===== src/hdl/bcc_pkg.sv =====
// Package with the types, widths and codes of the button click classifier.
package bcc_pkg;

  localparam int AGE_WIDTH  = 16;
  localparam int DEB_W      = 10;
  localparam int TICK_W     = 16;
  localparam int PERIOD_W   = 8;
  localparam int CFG_DATA_W = 16;
  localparam int CFG_IDX_W  = 2;
  localparam int CMP_W      = (AGE_WIDTH > TICK_W) ? AGE_WIDTH : TICK_W;

  localparam logic [AGE_WIDTH-1:0] AGE_MAX = '1;

  localparam logic [DEB_W-1:0]    DEB_RESET    = DEB_W'(50);
  localparam logic [TICK_W-1:0]   LONG_RESET   = TICK_W'(1000);
  localparam logic [TICK_W-1:0]   WINDOW_RESET = TICK_W'(400);
  localparam logic [PERIOD_W-1:0] PERIOD_RESET = PERIOD_W'(20);

  typedef enum logic [1:0] {
    EV_SINGLE = 2'd0,
    EV_DOUBLE = 2'd1,
    EV_LONG   = 2'd2
  } ev_code_e;

  typedef enum logic [CFG_IDX_W-1:0] {
    CFG_DEBOUNCE = 2'd0,
    CFG_LONG     = 2'd1,
    CFG_WINDOW   = 2'd2,
    CFG_PERIOD   = 2'd3
  } cfg_idx_e;

  typedef struct packed {
    logic [DEB_W-1:0]    debounce_ticks;
    logic [TICK_W-1:0]   long_press_ticks;
    logic [TICK_W-1:0]   double_window_ticks;
    logic [PERIOD_W-1:0] check_period_ticks;
  } bcc_cfg_t;

  typedef struct packed {
    logic     event_valid;
    ev_code_e event_code;
    logic     debounced_level;
  } bcc_result_t;

endpackage


===== src/hdl/bcc_cfg_regs.sv =====
// Configuration register bank of the button click classifier.
module bcc_cfg_regs (
  input  logic                           clk_i,
  input  logic                           rst_ni,
  input  logic                           cfg_we_i,
  input  logic [bcc_pkg::CFG_IDX_W-1:0]  cfg_index_i,
  input  logic [bcc_pkg::CFG_DATA_W-1:0] cfg_data_i,
  output bcc_pkg::bcc_cfg_t              cfg_o
);
  import bcc_pkg::*;

  bcc_cfg_t cfg_q;
  bcc_cfg_t cfg_d;

  always_comb begin
    cfg_d = cfg_q;
    if (cfg_we_i) begin
      case (cfg_idx_e'(cfg_index_i))
        CFG_DEBOUNCE: cfg_d.debounce_ticks      = cfg_data_i[DEB_W-1:0];
        CFG_LONG:     cfg_d.long_press_ticks    = cfg_data_i[TICK_W-1:0];
        CFG_WINDOW:   cfg_d.double_window_ticks = cfg_data_i[TICK_W-1:0];
        CFG_PERIOD:   cfg_d.check_period_ticks  = cfg_data_i[PERIOD_W-1:0];
        default:      cfg_d = cfg_q;
      endcase
    end
  end

  always_ff @(posedge clk_i or negedge rst_ni) begin
    if (!rst_ni) begin
      cfg_q.debounce_ticks      <= DEB_RESET;
      cfg_q.long_press_ticks    <= LONG_RESET;
      cfg_q.double_window_ticks <= WINDOW_RESET;
      cfg_q.check_period_ticks  <= PERIOD_RESET;
    end else begin
      cfg_q <= cfg_d;
    end
  end

  assign cfg_o = cfg_q;

endmodule


===== src/hdl/bcc_core.sv =====
// Debounce, age counters, click counting and event classification for one tick.
module bcc_core (
  input  logic                  clk_i,
  input  logic                  rst_ni,
  input  logic                  step_i,
  input  logic                  pin_level_i,
  input  bcc_pkg::bcc_cfg_t     cfg_i,
  output bcc_pkg::bcc_result_t  result_o
);
  import bcc_pkg::*;

  logic                 prior_q, prior_d;
  logic                 armed_q, armed_d;
  logic [DEB_W-1:0]     left_q, left_d;
  logic                 stable_q, stable_d;
  logic [AGE_WIDTH-1:0] press_q, press_d;
  logic [AGE_WIDTH-1:0] release_q, release_d;
  logic [1:0]           clicks_q, clicks_d;
  logic                 long_q, long_d;
  logic [PERIOD_W-1:0]  phase_q, phase_d;

  logic [AGE_WIDTH-1:0] press_inc;
  logic [AGE_WIDTH-1:0] release_inc;
  logic [PERIOD_W-1:0]  phase_inc;
  logic [PERIOD_W-1:0]  period;
  logic                 sample;
  logic                 ev_valid;
  ev_code_e             ev_code;

  assign press_inc   = (press_q == AGE_MAX) ? press_q : press_q + AGE_WIDTH'(1);
  assign release_inc = (release_q == AGE_MAX) ? release_q : release_q + AGE_WIDTH'(1);
  assign phase_inc   = phase_q + PERIOD_W'(1);
  assign period      = (cfg_i.check_period_ticks == '0) ? PERIOD_W'(1)
                                                        : cfg_i.check_period_ticks;

  always_comb begin
    prior_d   = pin_level_i;
    armed_d   = armed_q;
    left_d    = left_q;
    stable_d  = stable_q;
    press_d   = press_inc;
    release_d = release_inc;
    clicks_d  = clicks_q;
    long_d    = long_q;
    phase_d   = phase_inc;
    sample    = 1'b0;
    ev_valid  = 1'b0;
    ev_code   = EV_SINGLE;

    // A raw change restarts the countdown; otherwise an armed countdown runs out.
    if (pin_level_i != prior_q) begin
      armed_d = 1'b1;
      left_d  = (cfg_i.debounce_ticks == '0) ? DEB_W'(1) : cfg_i.debounce_ticks;
    end else if (armed_q) begin
      left_d = (left_q != '0) ? left_q - DEB_W'(1) : left_q;
      if (left_d == '0) begin
        armed_d = 1'b0;
        sample  = 1'b1;
      end
    end

    if (sample) begin
      if (pin_level_i && !stable_q) begin
        press_d = '0;
        long_d  = 1'b0;
      end
      if (!pin_level_i && stable_q && !long_q) begin
        release_d = '0;
        if (clicks_q != 2'd3) begin
          clicks_d = clicks_q + 2'd1;
        end
      end
      stable_d = pin_level_i;
    end

    if (phase_inc >= period || phase_inc == '0) begin
      phase_d = '0;
      if (stable_d && CMP_W'(press_d) > CMP_W'(cfg_i.long_press_ticks) && !long_d) begin
        long_d   = 1'b1;
        clicks_d = 2'd0;
        ev_valid = 1'b1;
        ev_code  = EV_LONG;
      end else if (clicks_d >= 2'd2) begin
        // A stale pair of clicks past the window is dropped without an event.
        clicks_d = 2'd0;
        if (CMP_W'(release_d) < CMP_W'(cfg_i.double_window_ticks)) begin
          ev_valid = 1'b1;
          ev_code  = EV_DOUBLE;
        end
      end else if (clicks_d == 2'd1 &&
                   CMP_W'(release_d) > CMP_W'(cfg_i.double_window_ticks)) begin
        clicks_d = 2'd0;
        ev_valid = 1'b1;
        ev_code  = EV_SINGLE;
      end
    end
  end

  always_ff @(posedge clk_i or negedge rst_ni) begin
    if (!rst_ni) begin
      prior_q   <= 1'b0;
      armed_q   <= 1'b0;
      left_q    <= '0;
      stable_q  <= 1'b0;
      press_q   <= '0;
      release_q <= '0;
      clicks_q  <= 2'd0;
      long_q    <= 1'b0;
      phase_q   <= '0;
    end else if (step_i) begin
      prior_q   <= prior_d;
      armed_q   <= armed_d;
      left_q    <= left_d;
      stable_q  <= stable_d;
      press_q   <= press_d;
      release_q <= release_d;
      clicks_q  <= clicks_d;
      long_q    <= long_d;
      phase_q   <= phase_d;
    end
  end

  assign result_o.event_valid     = ev_valid;
  assign result_o.event_code      = ev_code;
  assign result_o.debounced_level = stable_d;

endmodule


===== src/hdl/button_click_classifier_unit.sv =====
// Top level of the button click classifier: input stage, tick logic and result stage.
//
// Each input beat is one millisecond tick carrying the raw button level on
// pin_level_i; every input beat yields exactly one output beat with the event
// flag, the event code and the debounced level. Both channels use valid and
// ready. A beat is held in an input register, processed by the tick logic
// and written to the result register, which offers it as the output beat.
// One beat per cycle is sustained while the receiver is ready: the input
// register refills in the same cycle its beat moves on, and the only path
// that limits the rate is the per-tick update of the state registers.
// When the receiver stalls, the result register holds its beat and the
// input register keeps one more; in_ready_o falls only while both are full.
// Reset clears both stages, the debounce, age, click and phase state, and
// loads the default configuration. The configuration port writes one
// register per cycle with cfg_we_i and should be used only while idle.
module button_click_classifier_unit (
  input  logic                           clk_i,
  input  logic                           rst_ni,
  input  logic                           in_valid_i,
  output logic                           in_ready_o,
  input  logic                           pin_level_i,
  output logic                           out_valid_o,
  input  logic                           out_ready_i,
  output logic                           event_valid_o,
  output logic [1:0]                     event_code_o,
  output logic                           debounced_level_o,
  input  logic                           cfg_we_i,
  input  logic [bcc_pkg::CFG_IDX_W-1:0]  cfg_index_i,
  input  logic [bcc_pkg::CFG_DATA_W-1:0] cfg_data_i
);
  import bcc_pkg::*;

  bcc_cfg_t    cfg;
  bcc_result_t step_result;
  bcc_result_t result_q;
  logic        in_valid_q;
  logic        pin_q;
  logic        out_valid_q;
  logic        advance;

  assign advance    = in_valid_q && (!out_valid_q || out_ready_i);
  assign in_ready_o = !in_valid_q || advance;

  bcc_cfg_regs u_cfg (
    .clk_i       (clk_i),
    .rst_ni      (rst_ni),
    .cfg_we_i    (cfg_we_i),
    .cfg_index_i (cfg_index_i),
    .cfg_data_i  (cfg_data_i),
    .cfg_o       (cfg)
  );

  bcc_core u_core (
    .clk_i       (clk_i),
    .rst_ni      (rst_ni),
    .step_i      (advance),
    .pin_level_i (pin_q),
    .cfg_i       (cfg),
    .result_o    (step_result)
  );

  always_ff @(posedge clk_i or negedge rst_ni) begin
    if (!rst_ni) begin
      in_valid_q  <= 1'b0;
      out_valid_q <= 1'b0;
    end else begin
      if (in_ready_o) begin
        in_valid_q <= in_valid_i;
      end
      if (advance) begin
        out_valid_q <= 1'b1;
      end else if (out_ready_i) begin
        out_valid_q <= 1'b0;
      end
    end
  end

  always_ff @(posedge clk_i) begin
    if (in_ready_o && in_valid_i) begin
      pin_q <= pin_level_i;
    end
    if (advance) begin
      result_q <= step_result;
    end
  end

  assign out_valid_o       = out_valid_q;
  assign event_valid_o     = result_q.event_valid;
  assign event_code_o      = result_q.event_code;
  assign debounced_level_o = result_q.debounced_level;

endmodule


===== config.mk =====
export PLATFORM = sky130hd
export DESIGN_NAME = button_click_classifier_unit
export DESIGN_NICKNAME = d
export VERILOG_FILES = /design/src/hdl/bcc_pkg.sv /design/src/hdl/bcc_cfg_regs.sv /design/src/hdl/bcc_core.sv /design/src/hdl/button_click_classifier_unit.sv
export SDC_FILE = /design/constraint.sdc
export NUM_CORES = 1
export LEC_CHECK = 0
export BUFFER_PORTS_ARGS = -buffer_cell sky130_fd_sc_hd__buf_2
export CORE_MARGIN = 2
export CORE_UTILIZATION = 41
export CTS_BUF_LIST = sky130_fd_sc_hd__clkbuf_2
export CTS_CLUSTER_SIZE = 10
export DETAILED_ROUTE_END_ITERATION = 8
export GPL_TIMING_DRIVEN = 0
export HOLD_SLACK_MARGIN = 0.08
export SETUP_SLACK_MARGIN = 0.5
export SYNTH_ARGS = -nofsm -noshare
export SYNTH_HDL_FRONTEND = slang
export SYNTH_SLANG_ARGS = --single-unit
export TNS_END_PERCENT = 100

===== constraint.sdc =====
create_clock -name clk_i -period 13.1 [get_ports clk_i]
set_input_delay 0 -clock clk_i [delete_from_list [all_inputs] [get_ports clk_i]]
set_output_delay 0 -clock clk_i [all_outputs]
set_load 0.01 [all_outputs]

Word level (Yosys, flattened, before mapping)
Index checks and enable logic that the tools add are counted.
{ "totals": {"ff_bits": 113} }
{ "classes": {"addsub": 5, "order_cmp": 5, "eq_ne": 8, "mux": 39, "bitwise_logic": 2, "reduce_logical": 31} }
{ "op_table": {"columns": ["op", "count"], "rows": [
  ["2-to-1 mux 16 bit", 6],
  ["2-to-1 mux 10 bit", 4],
  ["adder 16 x 1 -> 16 bit, second input constant", 2],
  ["== test 16 bit, second input constant", 2],
  ["greater-than comparator 16 bit", 2],
  ["logical NOT 10 bit", 2],
  ["2-to-1 mux 1 bit", 19],
  ["logical NOT 8 bit", 2],
  ["< comparator 16 bit", 1],
  ["2-to-1 mux 2 bit", 8],
  ["2-to-1 mux 8 bit", 2],
  ["AND reduction 2 bit", 5],
  ["nonzero test 10 bit", 1],
  ["subtractor 10 x 1 -> 10 bit, second input constant", 1],
  ["adder 8 x 1 -> 8 bit, second input constant", 1],
  [">= comparator 8 bit", 1],
  ["logical AND 1 bit", 8],
  ["logical NOT 1 bit", 6],
  ["== test 2 x 1 -> 1 bit, second input constant", 2],
  ["== test 2 bit, second input constant", 2],
  ["nonzero test 2 bit", 2],
  ["logical OR 1 bit", 3],
  ["OR reduction 3 bit", 1],
  ["adder 2 x 1 -> 2 bit, second input constant", 1],
  ["other kinds (5)", 6]
]} }

Logic depth before layout (Yosys ltp)
Gate-level depths: netlist of the first run.
{ "depth": {"ltp_word": 13, "mapped_depth": 20, "depth_no_buf": 17} }

Hierarchy
From an unflattened synthesis of the first run, not the netlist that was laid out.
{ "hier_totals": {"cells_unflattened": 760, "hier_area_um2": 7260.7} }
{ "modules_own_cells": {"columns": ["mod", "n_inst", "cells_each", "area_per_inst_um2"], "rows": [
  ["bcc_core", 1, 640, 5003.5],
  ["bcc_cfg_regs", 1, 107, 2003.2],
  ["button_click_classifier_unit", 1, 13, 254.0]
]} }

Least setup slack after synthesis of the first run
Ideal clock, no wire load.
{ "synth_timing": {"path_type": "register to register", "startpoint": "reg u_core.left_q[2]", "endpoint": "reg result_q (netlist bit event_valid_o), data pin", "setup_time_ns": 0.279, "arrival_time_ns": 4.236, "path_slack_ns": 8.585, "stages_incl_launch_ff": 18, "period_less_slack_ns": 4.515, "cell_sequence": "dfrtp_1 buf_6 or4_4 or4_4 a221oi_2 o211a_4 and3_1 buf_2 buf_2 nor2_1 ha_1 a21o_1 or4_1 o22a_1 o32ai_1 a31oi_1 or4b_4 a41oi_2"} }
{ "synth_between": {"elab_chain_len": 12, "word_cells_on_any_way": 25, "cone_classes": "add/sub (1); order compare (4); eq/ne (1); mux (13); reduce/logical (6)"} }
{ "synth_lines": {"columns": ["element", "line", "source"], "rows": [
  ["from (decl)", "bcc_core.sv:14", "logic [DEB_W-1:0] left_q, left_d;"],
  ["from (signal assigned)", "bcc_core.sv:113", "left_q <= left_d;"],
  ["subtractor 10 x 1 -> 10 bit / nonzero test 10 bit (equally long branches)", "bcc_core.sv:55", "left_d = (left_q != '0) ? left_q - DEB_W'(1) : left_q;"],
  ["2-to-1 mux 10 bit (*)", "bcc_core.sv:55", null],
  ["logical NOT 10 bit (*)", "bcc_core.sv:56", "if (left_d == '0) begin"],
  ["2-to-1 mux 1 bit (*)", "bcc_core.sv:56", null],
  ["2-to-1 mux 1 bit (*)", "bcc_core.sv:54", "end else if (armed_q) begin"],
  ["2-to-1 mux 1 bit (*)", "bcc_core.sv:51", "if (pin_level_i != prior_q) begin"],
  ["2-to-1 mux 16 bit (*)", "bcc_core.sv:62", "if (sample) begin"],
  ["named net u_core.release_d[12]", "bcc_core.sv:17", "logic [AGE_WIDTH-1:0] release_q, release_d;"],
  ["greater-than comparator 16 bit", "bcc_core.sv:91", "CMP_W'(release_d) > CMP_W'(cfg_i.double_window_ticks)) begin"],
  ["logical AND 1 bit", "bcc_core.sv:90", "end else if (clicks_d == 2'd1 &&"],
  ["2-to-1 mux 1 bit", "bcc_core.sv:90", null],
  ["2-to-1 mux 1 bit (*)", "bcc_core.sv:83", "end else if (clicks_d >= 2'd2) begin"],
  ["2-to-1 mux 1 bit (*)", "bcc_core.sv:78", "if (stable_d && CMP_W'(press_d) > CMP_W'(cfg_i.long_press_ticks) && !long_d) begin"],
  ["to (signal assigned)", "button_click_classifier_unit.sv:83", "result_q <= step_result;"],
  ["to (decl)", "button_click_classifier_unit.sv:35", "bcc_result_t result_q;"]
]} }
The timed path passes the listed nets; every way through them passes the cells marked *.
A chain may end at the register's enable or synchronous reset.

Final worst setup path of the first run
{ "layout_timing": {"startpoint": "reg u_core.left_q[0]", "endpoint": "reg result_q (netlist bit event_valid_o), data pin"} }
The elaborated chain is that of the path after synthesis.

==> results of run 1 <==
## worst paths after layout
check,start,depth (start not counted),endpoint
setup / recovery,u_core.left_q[0]$_DFFE_PN0P_,18,event_valid_o$_SDFFCE_PN0P_
hold / removal,cfg_data_i[4],3,u_cfg.cfg_o[44]$_DFFE_PN1P_
setup reg to reg,u_core.left_q[0]$_DFFE_PN0P_,18,event_valid_o$_SDFFCE_PN0P_
hold reg to reg,u_core.phase_q[7]$_DFFE_PN0P_,2,u_core.phase_q[7]$_DFFE_PN0P_
max in group asynchronous,rst_ni,4,u_cfg.cfg_o[29]$_DFFE_PN1P_
min in group asynchronous,rst_ni,3,u_cfg.cfg_o[33]$_DFFE_PN1P_
## cell usage after synthesis, drive strengths merged (4+ instances only)
| library cell | instances |
|---|---|
| o21a | 7 |
| edfxtp | 5 |
| nand2 | 46 |
| dfrtp | 94 |
| and3 | 11 |
| a21o | 13 |
| nand3 | 28 |
| nor2b | 6 |
| a211oi | 7 |
| and4 | 5 |
| nand3b | 4 |
| nor4b | 7 |
| mux2 | 56 |
| inv | 51 |
| nor4 | 8 |
| o21ai | 41 |
| clkbuf | 17 |
| a22o | 7 |
| ha | 44 |
| nor2 | 61 |
| nor3 | 11 |
| nand4 | 11 |
| xnor2 | 19 |
| or4 | 6 |
| buf | 12 |
| a31oi | 5 |
| xor2 | 9 |
| nand2b | 7 |
| o31ai | 16 |
| dfstp | 14 |
| a21oi | 46 |
## power groups by stage
stage	registers (mW)	clock network (mW)	logic (mW)
floorplan	0.479	0	0.310
global placement	0.495	0	0.401
detailed placement	0.498	0	0.416
CTS	0.491	0.253	0.429
global route	0.504	0.266	0.485
finish	0.493	0.247	0.432
## area by class of cell
class / instances / area (sq um) / share of cell area [%]
clock inverters: 12 / 141.4 / 1.750
diodes: 1 / 2.502 / 0.03098
repair buffers: 69 / 575.6 / 7.125
clock buffers: 20 / 100.1 / 1.239
inverters: 52 / 195.2 / 2.416
plain buffers: 29 / 128.9 / 1.595
flip-flops and latches: 113 / 2870 / 35.53
multi-input cells: 530 / 3789 / 46.90
well taps: 220 / 275.3 / 3.408
## placed cells by master (no fill, tap or decap), drive strengths merged, types with 4 or more instances in the layout
cell / instances
inv: 51
clkbuf: 37
clkinvlp: 4
edfxtp: 5
and4: 5
o21ai: 41
nor3: 11
a22o: 7
a21o: 13
a31oi: 5
dfrtp: 94
clkinv: 6
xor2: 9
o31ai: 16
and3: 11
a211oi: 7
nand3b: 4
buf: 43
nand2: 46
ha: 44
nand2b: 7
nand4: 11
or4: 6
a21oi: 46
dfstp: 14
xnor2: 19
nor4: 8
dlygate4sd3: 38
nor2b: 6
nand3: 28
mux2: 56
o21a: 7
nor2: 61
nor4b: 7
## registers in the layout, indices dropped and copies added (netlist names)
register / count
debounced_level_o: 1
event_code_o: 2
event_valid_o: 1
in_valid_q: 1
out_valid_o: 1
pin_q: 1
u_cfg.cfg_o: 50
u_core.armed_q: 1
u_core.clicks_q: 2
u_core.left_q: 10
u_core.long_q: 1
u_core.phase_q: 8
u_core.press_q: 16
u_core.prior_q: 1
u_core.release_q: 16
u_core.stable_q: 1
## logic make-up (layout without fill, tap and decap cells)
logic type      Yosys count  count (layout)  share of synthesized area [%]
simple gates            224             224                          16.84
fa+ha+maj                44              44                          7.884
xor+xnor                 28              28                          3.512
compound gates          175             175                          16.56
mux                      59              59                          9.461
buf+inv                  81             182                          4.641
flops                   113             113                          41.10
other cells               0               1                              0
## critical path: cells and delay by family (launching register included)
kind / cells / cell delay (ns)
adders and majority gates: 2 / 0.42
buffers and inverters: 3 / 0.65
and+or+nand+nor: 7 / 2.13
DFF: 1 / 0.49
AOI/OAI and AO/OA: 6 / 1.55
## stage by stage
stage,power [mW],instance area (sq um),hold slack (ns),instances,setup WS (ns)
6_report,1.171,8078,0.1188,1046,7.574
4_1_cts,1.173,8075,0.08072,1045,7.679
3_3_place_gp,0.8964,7403,0.1790,973,7.715
2_1_floorplan,0.7887,6983,-0.2956,724,8.585
5_1_grt,1.255,8078,0.08748,1046,7.243
3_5_place_dp,0.9137,7433,0.04037,974,7.768
## layer usage
metal	wire (um)	vias to the layer above	GRT usage, %
li1	-	2814	-
met1	8438	2885	28.49
met2	8788	128	35.01
met3	666	34	3.716
met4	515	0	9.415
met5	0	-	0
==> reports/results.txt, run 1 <==
Synth area leaders - dfrtp_1 (34%), mux2_2 (9.0%), ha_1 (7.9%), dfstp_2 (5.3%), a21oi_1 (3.3%)
crit share post-route - 42.19%
Crit. End Element - flip-flop
final setup fails - 0
final core utilization - 48.54%
Yosys reg bits - 113
Worst Path Arrival - 5.98 ns
crit path launch type - flip-flop
via/cell ratio - 5.603
Detailed Place HPWL - 13.46 mm
IO Port Bufs - 29
share of cells above drive strength 1 - 18.42%
critical path peak fanout - 10
Worst Path Required - 13.55 ns
unrepaired setup endpoints after global routing - no
core area - 16640 sq um
RD Place Congestion - 0.8850
Starting Density - 41.96%
top-area cell type share of the netlist area - 33.69%
Avg Cell Area, Syn - 9.645 sq um
clk buf depth - 2
Synth Cell Area - 6983 sq um
Tot GR Track Use - 21.58%
sequential share of power - 42.1%
worst reg-to-reg setup slack - 7.57 ns
final critical-path required period - 5.526 ns
Setup TNS Final - 0 ns
max_cap viols - 0
Fmax - 180.9 MHz
vias - 5861
Worst slew margin - 15.89%
Yosys warnings - 0
critical path type - reg2reg
Clock Latency Late Sink - 0.73 ns
outcome - finished clean
Post-synth EDFFs - 5
Crit-path slowest cell - nor4b_2
H-tree levels - 4
Setup Skew - 0.03389 ns
routed len/inst - 17.60 um
grt total ovfl - 0
PostCTS Resize Cnt - 0
synthesis-to-finish area growth - 15.68%
pwr dens - 145.0 nW/um^2
register area share after synthesis - 41.10%
drt first pass iters - 5
I/O Pins - 30
Nets - 880
# DRC - 0
ANT nets after route - 0
clock power share - 21.0%
Die X - 134.5 um
number of filler instances in the final layout - 1583
internal power - 0.7144 mW
Most used DFF post-synth - dfrtp_1
number of global-route vias before repair - 5903
initial drt markers - 390
Cells after Synth - 724
VDD IR max - 74.36 uV
Clock Tree Root - clkbuf_2
CP Cell Sequence - inv_1 > ha_1 > nor4b_2 > nand3_1 > nor2_1 > o211a_4 > and3_1 > buf_2 > buf_2 > nor2_1 > ha_1 > a21o_1 > or4_1 > o22a_1 > o32ai_1 > a31oi_1 > or4b_4 > a41oi_2
row count - 47
clk slew on worst S/H paths - 0.19 ns
final hold violation count - 0
Switch Pwr - 0.4567 mW
Lkg Pwr - 3.600 nW
TritonCTS Buffers - 17
HP Class - in2reg
Comb pwr share - 36.9%
sw frac - 39.00%
CTS tree - yes
hold_buf cts - 39
Post CTS Setup Buffer Count - 0
Post-Route WL - 18.41 mm
Worst Tran Pin Value - 1.250 ns
max-slew violation count - 0
largest net degree at the start of global routing - 67
cell taking the most area after synthesis - dfrtp_1
initial antenna violation count - 1
synth unique cells - 69
slowest stage delay, CP - 0.61 ns
total die area - 18090 sq um
post-synthesis net count - 792
clock sinks - 113
chip height - 134.5 um
async set or reset register ratio after synthesis - 95.58%
first-pass GRT wire length - 30.42 mm
Note: power is estimated with default switching activity, not from simulation.
==> run 2: changes to the inputs <==
--- a/config.mk
+++ b/config.mk
@@ -5,6 +5,7 @@
 export SDC_FILE = /design/constraint.sdc
 export NUM_CORES = 1
 export LEC_CHECK = 0
+export ABC_AREA = 1
 export BUFFER_PORTS_ARGS = -buffer_cell sky130_fd_sc_hd__buf_2
 export CORE_MARGIN = 2
 export CORE_UTILIZATION = 41
==> constraint.sdc (replaced) <==
create_clock -name clk_i -period 5.2 [get_ports clk_i]
set_input_delay 0 -clock clk_i [delete_from_list [all_inputs] [get_ports clk_i]]
set_output_delay 0 -clock clk_i [all_outputs]
set_load 0.01 [all_outputs]
==> reports/results.txt, run 2 <==
Most used DFF post-synth - dfrtp_1
share of cells above drive strength 1 - 10.75%
Worst Path Arrival - 4.42 ns
mux cell area share after synthesis - 0%
CTS tree - yes
final critical-path required period - 3.943 ns
drt first pass iters - 7
clock sinks - 113
largest net degree at the start of global routing - 76
RD Place Congestion - 0.8471
Worst Tran Pin Value - 0.8144 ns
top-area cell type share of the netlist area - 33.89%
xor/xnor cell area share of the yosys netlist - 3.010%
Setup Skew - 0.03346 ns
worst slack, placed - 1.267 ns
fin worst setup slack - 1.257 ns
Synth area leaders - dfrtp_1 (34%), nand2_1 (12%), ha_1 (7.9%), o21ai_0 (7.3%), inv_1 (7.1%)
Clock Tree Root - clkbuf_2
most frequent cells in the layout - nand2_1 (220), inv_1 (131), o21ai_0 (101)
post-synthesis compound-gate area fraction - 13.81%
sequential share of power - 38.1%
crit share post-route - 75.83%
gr busiest metal - met2
Adder-Cell Fraction of Synth Area - 7.931%
Avg Cell Area, Syn - 7.595 sq um
first-pass GRT wire length - 28.68 mm
critical path peak fanout - 10
M3 GR Usage - 3.817%
Clock Latency Late Sink - 0.68 ns
post-synthesis net count - 982
Switch Pwr - 1.508 mW
routed len/inst - 13.98 um
core area - 16580 sq um
Setup TNS Final - 0 ns
H-tree levels - 4
critical path type - reg2reg
met1 usage - 27.79%
vias - 6097
Post-Route WL - 17.26 mm
chip height - 134.1 um
Seq. cell area - 2870 sq um
IO Port Bufs - 29
HP Class - in2reg
Starting Density - 41.86%
I/O Pins - 30
Worst Path Required - 5.67 ns
Tot GR Track Use - 20.18%
synth unique cells - 44
unrepaired setup endpoints after global routing - no
Yosys warnings - 0
via/cell ratio - 4.937
ANT nets after route - 0
max_cap viols - 0
final hold violation count - 0
total die area - 17990 sq um
met2 Usage GRT - 32.36%
crit path launch type - flip-flop
most frequent cell after synthesis - nand2_1
Crit. End Element - flip-flop
cell taking the most area after synthesis - dfrtp_1
VDD IR max - 185.6 uV
Post CTS Setup Buffer Count - 0
Nets - 1069
number of global-route vias before repair - 5867
initial antenna violation count - 1
PostCTS Resize Cnt - 0
internal power - 1.901 mW
Die X - 134.1 um
Synth Cell Area - 6942 sq um
Worst slew margin - 45.71%
synthesis-to-finish area growth - 15.32%
row count - 47
clk buf depth - 2
number of flip-flops under the largest register name - 50
number of filler instances in the final layout - 1702
outcome - finished clean
Detailed Place HPWL - 12.58 mm
worst reg-to-reg setup slack - 1.26 ns
Fmax - 253.6 MHz
synth cell count leaders - nand2_1 (220), inv_1 (131), o21ai_0 (101), dfrtp_1 (94), nor2_1 (58)
max-slew violation count - 0
grt total ovfl - 0
async set or reset register ratio after synthesis - 95.58%
Lkg Pwr - 3.904 nW
sw frac - 44.24%
Multi-input gate area - 3425 sq um
TritonCTS Buffers - 17
Cells after Synth - 914
Simple-Gate Fraction of Synth Area - 24.59%
# DRC - 0
final setup fails - 0
placed cells - 1164
hold_buf cts - 38
Comb pwr share - 45.3%
largest family of logic cells by synthesized area - simple AND/OR/NAND/NOR gates
Layout Cells excl Fill - 1235
pwr dens - 425.9 nW/um^2
register area share after synthesis - 41.35%
Post-synth EDFFs - 5
Yosys reg bits - 113
initial drt markers - 451
clock power share - 16.6%
clk slew on worst S/H paths - 0.18 ns
most common cell after layout, fill and taps aside - nand2_1
-- run 2: final timing paths --
kind | start | endpoint | depth (start not counted)
setup / recovery | u_core.left_q[0]$_DFFE_PN0P_ | event_valid_o$_SDFFCE_PN0P_ | 23
hold / removal | cfg_data_i[12] | u_cfg.cfg_o[36]$_DFFE_PN0P_ | 4
setup reg to reg | u_core.left_q[0]$_DFFE_PN0P_ | event_valid_o$_SDFFCE_PN0P_ | 23
hold reg to reg | u_cfg.cfg_o[32]$_DFFE_PN1P_ | u_cfg.cfg_o[32]$_DFFE_PN1P_ | 2
max in group asynchronous | rst_ni | u_cfg.cfg_o[33]$_DFFE_PN1P_ | 4
min in group asynchronous | rst_ni | u_cfg.cfg_o[6]$_DFFE_PN0P_ | 4
-- run 2: layout make-up --
cell class / count / area share [%]
multi-input cells: 634 / 42.78
flip-flops and latches: 113 / 35.85
repair buffers: 68 / 7.112
inverters: 141 / 6.611
well taps: 220 / 3.439
clock inverters: 13 / 1.516
plain buffers: 26 / 1.469
clock buffers: 19 / 1.188
diodes: 1 / 0.03126
-- run 2: power groups by stage --
stage               registers, mW  logic (mW)  clock network (mW)
floorplan                    1.27        1.17                   0
global placement             1.31        1.48                   0
detailed placement           1.31        1.51                   0
CTS                          1.29        1.55               0.588
global route                 1.33        1.80               0.628
finish                       1.30        1.54               0.567
-- run 2: logic make-up after synthesis --
family,Yosys count
XOR/XNOR,23
adder cells (fa/ha/maj),44
AND/OR/NAND/NOR,387
AO/OA/AOI/OAI,180
flip-flops,113
buffers and inverters,167
-- run 2: routing by layer --
metal	up-vias	part of all wire, %
li1	3167	-
met1	2785	49
met2	119	45
met3	26	3.8
met4	0	1.8
met5	-	0
-- run 2: critical path: stages (launching register included) --
cell	delay, ns
dfrtp_1	0.45
inv_2	0.10
ha_1	0.22
nand2_1	0.11
nor2_4	0.13
nand3_4	0.12
buf_6	0.17
nand2_4	0.07
nand2_1	0.06
nor2_2	0.11
nand4_2	0.16
nor2_4	0.28
buf_6	0.19
a21oi_1	0.07
ha_1	0.30
nand2_1	0.07
nor4_1	0.50
nand2_1	0.10
nand2_1	0.18
nor2_1	0.07
nor2_1	0.10
nand2_1	0.06
nand2_1	0.06
inv_1	0.04
-- run 2: metrics by stage --
stage / hold WS [ns] / power [mW] / utilization (%) / area (sq um)
after floorplan: -0.2956 / 2.438 / - / 6942
after global placement: 0.1827 / 2.791 / 44.39 / 7362
after detailed placement: -0.08031 / 2.823 / 44.60 / 7396
after CTS: 0.09070 / 3.432 / 48.26 / 8003
after global routing: 0.08586 / 3.757 / 48.27 / 8005
final: 0.1489 / 3.409 / 48.27 / 8005
